==> src/rtl/core/apfr_pkg.sv <==
// ----------------------------------------------------------------------------
// apfr_pkg
// Shared types, protocol constants and the checksum step of the alarm panel
// frame receiver.
// ----------------------------------------------------------------------------
package apfr_pkg;

    localparam logic [7:0]  SYNC_BYTE   = 8'hFE;
    localparam logic [7:0]  ESC_FE      = 8'hF0;
    localparam logic [7:0]  END_BYTE    = 8'h0D;
    localparam logic [15:0] SUM_SEED    = 16'h147A;
    localparam logic [7:0]  TYPE_RETURN = 8'hEF;
    localparam logic [7:0]  TYPE_ALARM  = 8'h02;
    localparam logic [7:0]  TYPE_MOVE   = 8'h00;
    localparam int          HDR_DEPTH   = 5;

    typedef enum logic [1:0] {
        KIND_ALARM   = 2'd0,
        KIND_MOVE    = 2'd1,
        KIND_RETURN  = 2'd2,
        KIND_UNKNOWN = 2'd3
    } kind_t;

    typedef enum logic [1:0] {
        ST_HUNT0,
        ST_HUNT1,
        ST_FRAME
    } frame_state_t;

    typedef struct packed {
        logic        ok;
        kind_t       kind;
        logic [31:0] mask;
        logic [31:0] changed;
    } frame_result_t;

    // rotate left, invert, fold high byte and add the data byte
    function automatic logic [15:0] sum_step(input logic [15:0] r, input logic [7:0] b);
        logic [15:0] v;
        v = ~{r[14:0], r[15]};
        return v + {8'h00, v[15:8]} + {8'h00, b};
    endfunction

endpackage

==> src/rtl/core/alarm_panel_frame_receiver.sv <==
// ----------------------------------------------------------------------------
// alarm_panel_frame_receiver
// Deframes the panel byte stream, checks the rotate-invert-add checksum and
// reports alarm, movement, return and unknown-type frames.
// ----------------------------------------------------------------------------
// One received byte is taken per clock while in_stall is low. Each byte is held
// in the input register and is folded into the frame state when it advances, and
// a completed frame is written to the output register as its end byte is folded.
// Only a frame end byte can wait: it is held while a previous result is still
// stalled on the output, and so is the byte behind it. Frames longer than
// MAX_FRAME stored bytes are dropped.
module alarm_panel_frame_receiver
    import apfr_pkg::*;
#(
    parameter int MAX_FRAME = 64
)
(
    input  logic        clk,
    input  logic        rst_n,
    input  logic        in_valid,
    output logic        in_stall,
    input  logic [7:0]  rx_byte,
    output logic        out_valid,
    input  logic        out_stall,
    output logic [1:0]  kind,
    output logic [7:0]  type_code,
    output logic [31:0] zone_mask,
    output logic [31:0] changed_mask,
    output logic [7:0]  reply_code
);

    localparam int CNT_W = $clog2(MAX_FRAME + 1);

    logic               in_valid_reg;
    logic [7:0]         byte_reg;
    frame_state_t       state_reg, state_next;
    logic [CNT_W-1:0]   cnt_reg, cnt_next;
    logic               prev_fe_reg, prev_fe_next;
    logic [15:0]        sum_reg, sum_next;
    logic [7:0]         held0_reg, held0_next;
    logic [7:0]         held1_reg, held1_next;
    logic [7:0]         hdr_reg [HDR_DEPTH];
    logic [31:0]        alarm_reg;

    logic               out_valid_reg;
    kind_t              kind_reg;
    logic [7:0]         type_reg;
    logic [31:0]        mask_reg;
    logic [31:0]        changed_reg;
    logic [7:0]         ret_reg;

    logic               do_store;
    logic               store_ok;
    logic [7:0]         store_byte;
    logic               end_frame;
    logic               emit;
    logic               out_free;
    logic               advance;
    frame_result_t      res;

    apfr_finish #(
        .CNT_W (CNT_W)
    ) u_finish (
        .frame_len   (cnt_reg),
        .hdr         (hdr_reg),
        .held0       (held0_reg),
        .held1       (held1_reg),
        .sum         (sum_reg),
        .alarm_zones (alarm_reg),
        .res         (res)
    );

    always_comb
    begin
        state_next   = state_reg;
        cnt_next     = cnt_reg;
        prev_fe_next = prev_fe_reg;
        sum_next     = sum_reg;
        held0_next   = held0_reg;
        held1_next   = held1_reg;
        do_store     = 1'b0;
        store_byte   = byte_reg;
        end_frame    = 1'b0;
        unique case (state_reg)
            ST_HUNT0:
            begin
                prev_fe_next = 1'b0;
                if (byte_reg == SYNC_BYTE)
                begin
                    state_next = ST_HUNT1;
                end
            end
            ST_HUNT1:
            begin
                prev_fe_next = 1'b0;
                if (byte_reg == SYNC_BYTE)
                begin
                    state_next = ST_FRAME;
                    cnt_next   = '0;
                    sum_next   = SUM_SEED;
                end
                else
                begin
                    state_next = ST_HUNT0;
                end
            end
            ST_FRAME:
            begin
                if (prev_fe_reg)
                begin
                    if (byte_reg == END_BYTE)
                    begin
                        end_frame    = 1'b1;
                        state_next   = ST_HUNT0;
                        prev_fe_next = 1'b0;
                    end
                    else if (byte_reg == ESC_FE)
                    begin
                        do_store   = 1'b1;
                        store_byte = SYNC_BYTE;
                    end
                    else if (byte_reg == SYNC_BYTE)
                    begin
                        cnt_next     = '0;
                        sum_next     = SUM_SEED;
                        prev_fe_next = 1'b0;
                    end
                    else
                    begin
                        state_next   = ST_HUNT0;
                        prev_fe_next = 1'b0;
                    end
                end
                else if (byte_reg != SYNC_BYTE)
                begin
                    do_store = 1'b1;
                end
                else
                begin
                    prev_fe_next = 1'b1;
                end
            end
            default:
            begin
                state_next = ST_HUNT0;
            end
        endcase

        store_ok = do_store && (cnt_reg < CNT_W'(MAX_FRAME));
        if (do_store)
        begin
            prev_fe_next = 1'b0;
            if (!store_ok)
            begin
                // overflow drops the frame
                state_next = ST_HUNT0;
            end
            else
            begin
                if (cnt_reg >= CNT_W'(2))
                begin
                    sum_next = sum_step(sum_reg, held0_reg);
                end
                held0_next = held1_reg;
                held1_next = store_byte;
                cnt_next   = cnt_reg + CNT_W'(1);
            end
        end
    end

    assign out_free  = !out_valid_reg || !out_stall;
    assign emit      = in_valid_reg && end_frame && res.ok;
    assign advance   = in_valid_reg && (out_free || !(end_frame && res.ok));
    assign in_stall  = in_valid_reg && !advance;

    always_ff @(posedge clk or negedge rst_n)
    begin
        if (!rst_n)
        begin
            in_valid_reg <= 1'b0;
        end
        else if (in_valid && !in_stall)
        begin
            in_valid_reg <= 1'b1;
        end
        else if (advance)
        begin
            in_valid_reg <= 1'b0;
        end
    end

    always_ff @(posedge clk)
    begin
        if (in_valid && !in_stall)
        begin
            byte_reg <= rx_byte;
        end
    end

    always_ff @(posedge clk or negedge rst_n)
    begin
        if (!rst_n)
        begin
            state_reg   <= ST_FRAME;
            cnt_reg     <= '0;
            prev_fe_reg <= 1'b0;
            sum_reg     <= SUM_SEED;
            alarm_reg   <= 32'h0;
        end
        else if (advance)
        begin
            state_reg   <= state_next;
            cnt_reg     <= cnt_next;
            prev_fe_reg <= prev_fe_next;
            sum_reg     <= sum_next;
            if (emit && res.kind == KIND_ALARM)
            begin
                alarm_reg <= res.mask;
            end
        end
    end

    always_ff @(posedge clk)
    begin
        if (advance)
        begin
            held0_reg <= held0_next;
            held1_reg <= held1_next;
            for (int i = 0; i < HDR_DEPTH; i++)
            begin
                if (store_ok && cnt_reg == CNT_W'(i))
                begin
                    hdr_reg[i] <= store_byte;
                end
            end
        end
    end

    always_ff @(posedge clk or negedge rst_n)
    begin
        if (!rst_n)
        begin
            out_valid_reg <= 1'b0;
        end
        else if (advance && emit)
        begin
            out_valid_reg <= 1'b1;
        end
        else if (!out_stall)
        begin
            out_valid_reg <= 1'b0;
        end
    end

    always_ff @(posedge clk)
    begin
        if (advance && emit)
        begin
            kind_reg    <= res.kind;
            type_reg    <= hdr_reg[0];
            mask_reg    <= res.mask;
            changed_reg <= res.changed;
            ret_reg     <= hdr_reg[1];
        end
    end

    assign out_valid    = out_valid_reg;
    assign kind         = kind_reg;
    assign type_code    = type_reg;
    assign zone_mask    = mask_reg;
    assign changed_mask = changed_reg;
    assign reply_code   = ret_reg;

endmodule

==> src/rtl/core/apfr_finish.sv <==
// ----------------------------------------------------------------------------
// apfr_finish
// Frame end evaluation: length and checksum check, zone mask assembly and
// message classification.
// ----------------------------------------------------------------------------
module apfr_finish
    import apfr_pkg::*;
#(
    parameter int CNT_W = 7
)
(
    input  logic [CNT_W-1:0] frame_len,
    input  logic [7:0]       hdr [HDR_DEPTH],
    input  logic [7:0]       held0,
    input  logic [7:0]       held1,
    input  logic [15:0]      sum,
    input  logic [31:0]      alarm_zones,
    output frame_result_t    res
);

    logic [31:0] mask_raw;

    always_comb
    begin
        if (frame_len >= CNT_W'(7))
        begin
            mask_raw = {hdr[4], hdr[3], hdr[2], hdr[1]};
        end
        else if (frame_len >= CNT_W'(5))
        begin
            mask_raw = {16'h0000, hdr[2], hdr[1]};
        end
        else if (frame_len >= CNT_W'(4))
        begin
            mask_raw = {24'h000000, hdr[1]};
        end
        else
        begin
            mask_raw = 32'h0;
        end
    end

    always_comb
    begin
        res.ok      = (frame_len >= CNT_W'(3)) && (held0 == sum[15:8])
                      && (held1 == sum[7:0]);
        res.changed = 32'h0;
        res.mask    = 32'h0;
        case (hdr[0])
            TYPE_ALARM:
            begin
                res.kind    = KIND_ALARM;
                res.mask    = mask_raw;
                res.changed = alarm_zones ^ mask_raw;
            end
            TYPE_MOVE:
            begin
                res.kind = KIND_MOVE;
                res.mask = mask_raw;
            end
            TYPE_RETURN:
            begin
                res.kind = KIND_RETURN;
            end
            default:
            begin
                res.kind = KIND_UNKNOWN;
            end
        endcase
    end

endmodule

==> config.mk <==
export PLATFORM = sky130hd
export DESIGN_NAME = alarm_panel_frame_receiver
export DESIGN_NICKNAME = d
export VERILOG_FILES = /design/src/rtl/core/apfr_pkg.sv /design/src/rtl/core/alarm_panel_frame_receiver.sv /design/src/rtl/core/apfr_finish.sv
export SDC_FILE = /design/constraint.sdc
export NUM_CORES = 1
export LEC_CHECK = 0
export ABC_CLOCK_PERIOD_IN_PS = 6200
export BUFFER_PORTS_ARGS = -buffer_cell sky130_fd_sc_hd__buf_4
export CORE_UTILIZATION = 45
export DETAILED_ROUTE_END_ITERATION = 16
export GPL_TIMING_DRIVEN = 0
export PLACE_DENSITY = 0.66
export SLEW_MARGIN = 20
export SYNTH_ARGS = -nofsm -noshare
export SYNTH_HDL_FRONTEND = slang
export SYNTH_SLANG_ARGS = --single-unit
==> constraint.sdc <==
create_clock -name clk -period 6.2 [get_ports clk]
set_clock_uncertainty 0.15 [all_clocks]
set_input_delay 0.31 -clock clk [delete_from_list [all_inputs] [get_ports clk]]
set_output_delay 0.31 -clock clk [all_outputs]
set_load 0.005 [all_outputs]
==> Word level (Yosys, flattened, before mapping) <==
Cells that the tools add are included.
{ "classes": {"addsub": 3, "order_cmp": 6, "eq_ne": 15, "mux": 49, "n_bitwise": 2, "reduce_logical": 39} }
{ "ops": {"columns": ["operator", "n"], "rows": [
  ["$mux 16", 7],
  ["$mux 32", 3],
  ["$mux 7", 6],
  ["$mux 8", 5],
  ["$add 16x8->16", 2],
  ["$pmux 16 s2", 1],
  ["$xor 32x32->32", 1],
  ["$eq 8x8->1 const B", 3],
  ["$ge 7x3->1 const B", 3],
  ["$eq 8x8->1", 2],
  ["$logic_and 1x1->1", 16],
  ["$mux 2", 8],
  ["$not 16->16", 1],
  ["$mux 1", 15],
  ["$eq 7x2->1 const B", 2],
  ["$ge 7x2->1 const B", 2],
  ["$pmux 7 s2", 1],
  ["$reduce_and 2->1", 7],
  ["$pmux 2 s3", 2],
  ["$eq 8x2->1 const B", 1],
  ["$eq 8x4->1 const B", 1],
  ["$logic_not 8->1", 1],
  ["$ne 8x8->1 const B", 1],
  ["$add 7x1->7 const B", 1],
  ["15 further kinds", 22]
]} }
{ "totals": {"ff_bits": 206, "inputBits": 12, "output_inout_bits": 84, "wordCells": 134} }

==> Logic depth before layout (Yosys ltp) <==
{ "logic_depth": {"word_depth": 13, "depth_mapped": 12, "mapped_depth_nobuf": 12} }

==> Modules after synthesis <==
Synthesis repeated with hierarchy kept, for this count alone.
{ "unflattened": {"hier_cells": 681, "area_unflattened_um2": 9191.3} }
{ "modules_own_cells": {"columns": ["mod", "instances", "cells_each", "area_per_inst_um2", "seq_area_each_um2"], "rows": [
  ["alarm_panel_frame_receiver", 1, 501, 8008.9, 5895.7],
  ["apfr_finish", 1, 180, 1182.4, 0.0]
]} }

==> Least setup slack after synthesis <==
No wires, ideal clock.
{ "synth_timing": {"path_kind": "register to register", "start": "register state_reg[1]", "end": "register changed_reg[0] (netlist: changed_mask[0]), enable pin", "setup_time_ns": 0.549, "arrival_ns": 5.809, "t_required_ns": 5.501, "setup_slack_ns": -0.309, "stages_incl_launch_ff": 8, "path_cell_list": "dfstp_2 ha_1 clkbuf_1 nand2_1 nor4_1 nand2_1 or3_1 a21oi_1"} }
{ "synth_between": {"elab_chain_len": 7} }
{ "synth_rtl": {"columns": ["item", "line_no", "source"], "rows": [
  ["from (decl)", "alarm_panel_frame_receiver.sv:36", "frame_state_t state_reg, state_next;"],
  ["from (signal assigned)", "alarm_panel_frame_receiver.sv:212", "state_reg <= state_next;"],
  ["$eq 2x2->1 (*)", "alarm_panel_frame_receiver.sv:84", "unique case (state_reg)"],
  ["$mux 1 (*)", "alarm_panel_frame_receiver.sv:84", null],
  ["$logic_and 1x1->1", "alarm_panel_frame_receiver.sv:173", "assign advance = in_valid_reg && (out_free || !(end_frame && res.ok));"],
  ["$logic_not 1->1", "alarm_panel_frame_receiver.sv:173", null],
  ["$logic_or 1x1->1", "alarm_panel_frame_receiver.sv:173", null],
  ["$logic_and 1x1->1", "alarm_panel_frame_receiver.sv:173", null],
  ["$logic_and 1x1->1 (*)", "alarm_panel_frame_receiver.sv:257", "if (advance && emit)"],
  ["to (signal assigned)", "alarm_panel_frame_receiver.sv:262", "changed_reg <= res.changed;"],
  ["to (decl)", "alarm_panel_frame_receiver.sv:49", "logic [31:0] changed_reg;"]
]} }
Every way passes the cells marked *; elsewhere a longest branch is shown, timed or not.
A chain may end at the register's enable or synchronous reset.

==> Worst setup path in the final report <==
{ "layout_timing": {"start": "register state_reg[1]", "end": "output in_stall"} }
{ "layout_between": {"elab_chain_len": 8} }
{ "layout_rtl": {"columns": ["item", "line_no", "source"], "rows": [
  ["$eq 2x2->1", "alarm_panel_frame_receiver.sv:84", null],
  ["$mux 1", "alarm_panel_frame_receiver.sv:84", null],
  ["$logic_and 1x1->1", "alarm_panel_frame_receiver.sv:173", null],
  ["$logic_not 1->1", "alarm_panel_frame_receiver.sv:173", null],
  ["$logic_or 1x1->1", "alarm_panel_frame_receiver.sv:173", null],
  ["$logic_and 1x1->1", "alarm_panel_frame_receiver.sv:173", null],
  ["$logic_not 1->1", "alarm_panel_frame_receiver.sv:174", "assign in_stall = in_valid_reg && !advance;"],
  ["$logic_and 1x1->1", "alarm_panel_frame_receiver.sv:174", null],
  ["to (decl)", "alarm_panel_frame_receiver.sv:21", "output logic in_stall,"]
]} }
Every way passes these cells.

==> flow_metrics.tcl <==
set metrics [dict create \
    core.rowCount 52 \
    critPathMaxStageDelay_ns 0.57 \
    dominantRegCellSynth "edfxtp_1" \
    crit_top_cell "nand2_1" \
    power.switching_mw 0.6891 \
    place_congestion 0.8778 \
    end_kind "output pin" \
    synth_edf_count 146 \
    clockRootBuffer "clkbuf_16" \
    finalMaxSlewViolations 0 \
    first_global_vias 5720 \
    cts_buffers 21 \
    p_total_mw 2.935 \
    ys_warn_count 0 \
    dp.cells 1032 \
    clock_path_buffers 3 \
    fillers 1666 \
    yosysSeqAreaShare_pct 63.88 \
    die_y_um 145.2 \
    ios 96 \
    stdcell_count 1080 \
    vdd_drop_max_mv 0.1667 \
    grt_max_degree 61 \
    synthCells 663 \
    critPathMaxFanout 9 \
    cp_slowest_cell "dfstp_2" \
    drtAntennaViolNets 0 \
    fin_area_um2 11120 \
    max_freq_ghz 0.2644 \
    largest_register_ff_count 40 \
    firstDrtPassIters 4 \
    placed_area_um2 10390 \
    first_iter_violations 279 \
    min_path_type "in2reg" \
    worst_pin_slew_ns 0.8473 \
    internal-power_mw 2.246 \
    grt_pass1_wl_um 30560 \
    antenna_found_initial 0 \
    clockPowerShare_pct 39.3 \
    worst-setup-path-type "reg2out" \
    p_leak_nw 4.188 \
    finalCriticalPeriod_ns 3.782 \
    cts_tree "built" \
    overflow 0 \
    synth_area_per_cell_um2 13.92 \
    critPathLaunchType "flip-flop" \
    syn2layout_area_growth_pct 20.47 \
    slew_headroom_pct 43.51 \
    drive_gt1_share_pct 23.70 \
    die_x_um 145.2 \
    clk-insertion-delay-late_ns 0.49 \
    dp_hpwl_um 13360 \
    cp.arrival_ns 3.32 \
    n_antenna_cell 0 \
    synth_area_um2 9229 \
    grt_setup_unrepaired "no" \
    syn_nets 699 \
    seq_power_share_pct 51.7 \
    async_flop_share_pct 29.13 \
    via_per_inst 5.139 \
    grt_util_all_layers_pct 18.32 \
    totalWireLength_um 18730 \
    finalCritPeriodShare_pct 61.01 \
    path_cells "ha_1, clkbuf_1, nand2_1, nor4_1, nand2_1, or3_1, or2_2, inv_1, buf_4" \
    p_sw_share_pct 23.47 \
    initial_core_util_pct 45.76 \
    power.density_nw_per_um2 264.0 \
    drc 0 \
    hold_viol 0 \
    portBuffers 95 \
    clock-sinks 206 \
    synth.ff_latch_count 206 \
    setup_violations 0 \
    post_drt_wl_per_cell_um 17.34 \
    ctsHtreeMaxLevel 1 \
    status "completed" \
    combinationalPowerShare_pct 8.9 \
    cap_violations 0 \
    dieArea_um2 21090 \
    clkTransAtPathRegs_ns 0.06 \
    yosysUniqueCellTypes 59 \
    nNetsFinal 831 \
    num_vias 5550 \
    core_area_um2 20170 \
    crit_required_ns 5.74 \
    setup_tns_ns 0 \
]
## layer usage
layer  up-vias  global-route usage (%)  share of wire (%)
met4         0                   6.579                2.8
met1      2735                   24.45                 44
li1       2637                       -                  -
met5         -                       0                  0
met2       139                   30.53                 48
met3        39                   2.704                5.0
## area by class of cell
type                    instances  area (µm²)  area share (%)
flip-flops and latches        206        5896           53.03
multi-input cells             395        3032           27.27
repair buffers                109       910.9           8.193
clock buffers                  27       568.0           5.109
well taps                     270       337.8           3.038
plain buffers                  24       160.2           1.440
inverters                      38       155.1           1.395
clock inverters                11       58.81          0.5289
## worst max-delay path: cells and delay by family, from the launching register on
| family | cells | cell delay (ns) |
|---|---|---|
| adder cells (fa/ha/maj) | 1 | 0.15 |
| buffers and inverters | 3 | 0.46 |
| flip-flops | 1 | 0.57 |
| AND/OR/NAND/NOR | 5 | 1.66 |
## cell usage after synthesis (all sizes together) (4+ instances only)
| cell | count | share of area [%] |
|---|---|---|
| edfxtp | 146 | 48 |
| dfrtp | 52 | 14 |
| nor2 | 50 | 2.0 |
| and2 | 42 | 2.8 |
| xnor2 | 39 | 3.7 |
| inv | 37 | 1.5 |
| mux2 | 33 | 5.2 |
| a21oi | 20 | 1.1 |
| nand2 | 20 | 0.89 |
| xor2 | 20 | 1.9 |
| nor2b | 19 | 1.3 |
| clkbuf | 16 | 0.65 |
| ha | 15 | 2.0 |
| o21ai | 13 | 0.70 |
| and3 | 12 | 0.81 |
| fa | 9 | 2.0 |
| nor3 | 9 | 0.49 |
| a21o | 8 | 0.65 |
| buf | 8 | 1.1 |
| dfstp | 8 | 2.3 |
| nor4 | 8 | 0.54 |
| o2bb2ai | 8 | 0.76 |
| nand3 | 7 | 0.38 |
| or2 | 7 | 0.47 |
| o22ai | 6 | 0.41 |
| nand4b | 5 | 0.47 |
| or4 | 5 | 0.41 |
| a221o | 4 | 0.43 |
## cells by family (layout without fill, tap and decap cells)
group                    count (synthesis)  after routing  share of synthesized area, %
flip-flops                             206            206                         63.88
AND/OR/NAND/NOR                        197            197                         11.67
AO/OA/AOI/OAI                           81             81                         6.088
buffers and inverters                   62            209                         3.417
XOR/XNOR                                59             59                         5.599
multiplexers                            34             34                         5.355
adder cells (fa/ha/maj)                 24             24                         3.986
## worst paths after layout
path / start / to / slack [ns] / depth (start not counted)
min in group asynchronous: rst_n / alarm_reg[18] / 0.30 / 2
setup / recovery: state_reg[1] / in_stall / 2.42 / 9
hold / removal: out_stall / out_valid / 0.05 / 3
hold reg to reg: held1_reg[1] / held0_reg[1] / 0.32 / 0
max in group asynchronous: rst_n / alarm_reg[28] / 5.03 / 2
setup reg to reg: state_reg[1] / zone_mask[28] / 2.42 / 9
## power by group through the flow
stage	clock network [mW]	logic, mW	registers (mW)
3_5_place_dp	0	0.252	1.55
3_3_place_gp	0	0.243	1.54
4_1_cts	1.18	0.260	1.52
2_1_floorplan	0	0.180	1.54
5_1_grt	1.24	0.290	1.52
6_report	1.15	0.262	1.52
## repair_timing
item	CTS	global route
hold buffers	10	0
setup buffers	0	0
gates resized for setup	0	0
endpoints found under the setup margin	0	0
endpoints found under the hold margin	61	0
## stage by stage
| step | setup WS (ns) | util (%) | hold slack [ns] |
|---|---|---|---|
| 2_1_floorplan | 1.537 | - | -0.1356 |
| 3_3_place_gp | 0.3527 | 50.99 | 0.3035 |
| 3_5_place_dp | 2.425 | 51.52 | 0.3089 |
| 4_1_cts | 2.404 | 55.12 | 0.04379 |
| 5_1_grt | 2.142 | 55.12 | 0.05695 |
| 6_report | 2.418 | 55.12 | 0.04865 |
## cell usage in the layout (no fill, tap or decap), types with 7 or more instances in the layout
cell type | synthesis | final
and3_1 | 12 | 12
a21o_1 | 8 | 8
buf_4 | 1 | 96
clkbuf_16 | 0 | 21
o21ai_0 | 12 | 12
inv_1 | 37 | 37
xor2_1 | 20 | 20
clkbuf_1 | 16 | 20
nand2_1 | 19 | 19
fa_1 | 9 | 9
dfrtp_1 | 52 | 52
and2_1 | 42 | 42
dfstp_2 | 8 | 8
xnor2_1 | 39 | 39
mux2_4 | 30 | 30
edfxtp_1 | 146 | 146
ha_1 | 15 | 15
nor4_1 | 8 | 8
a21oi_1 | 19 | 18
nor3_1 | 9 | 9
dlygate4sd3_1 | 0 | 10
nor2_1 | 50 | 49
o2bb2ai_1 | 8 | 8
nor2b_1 | 19 | 19
nand3_1 | 7 | 7
Note: power is estimated with default switching activity, not from simulation.
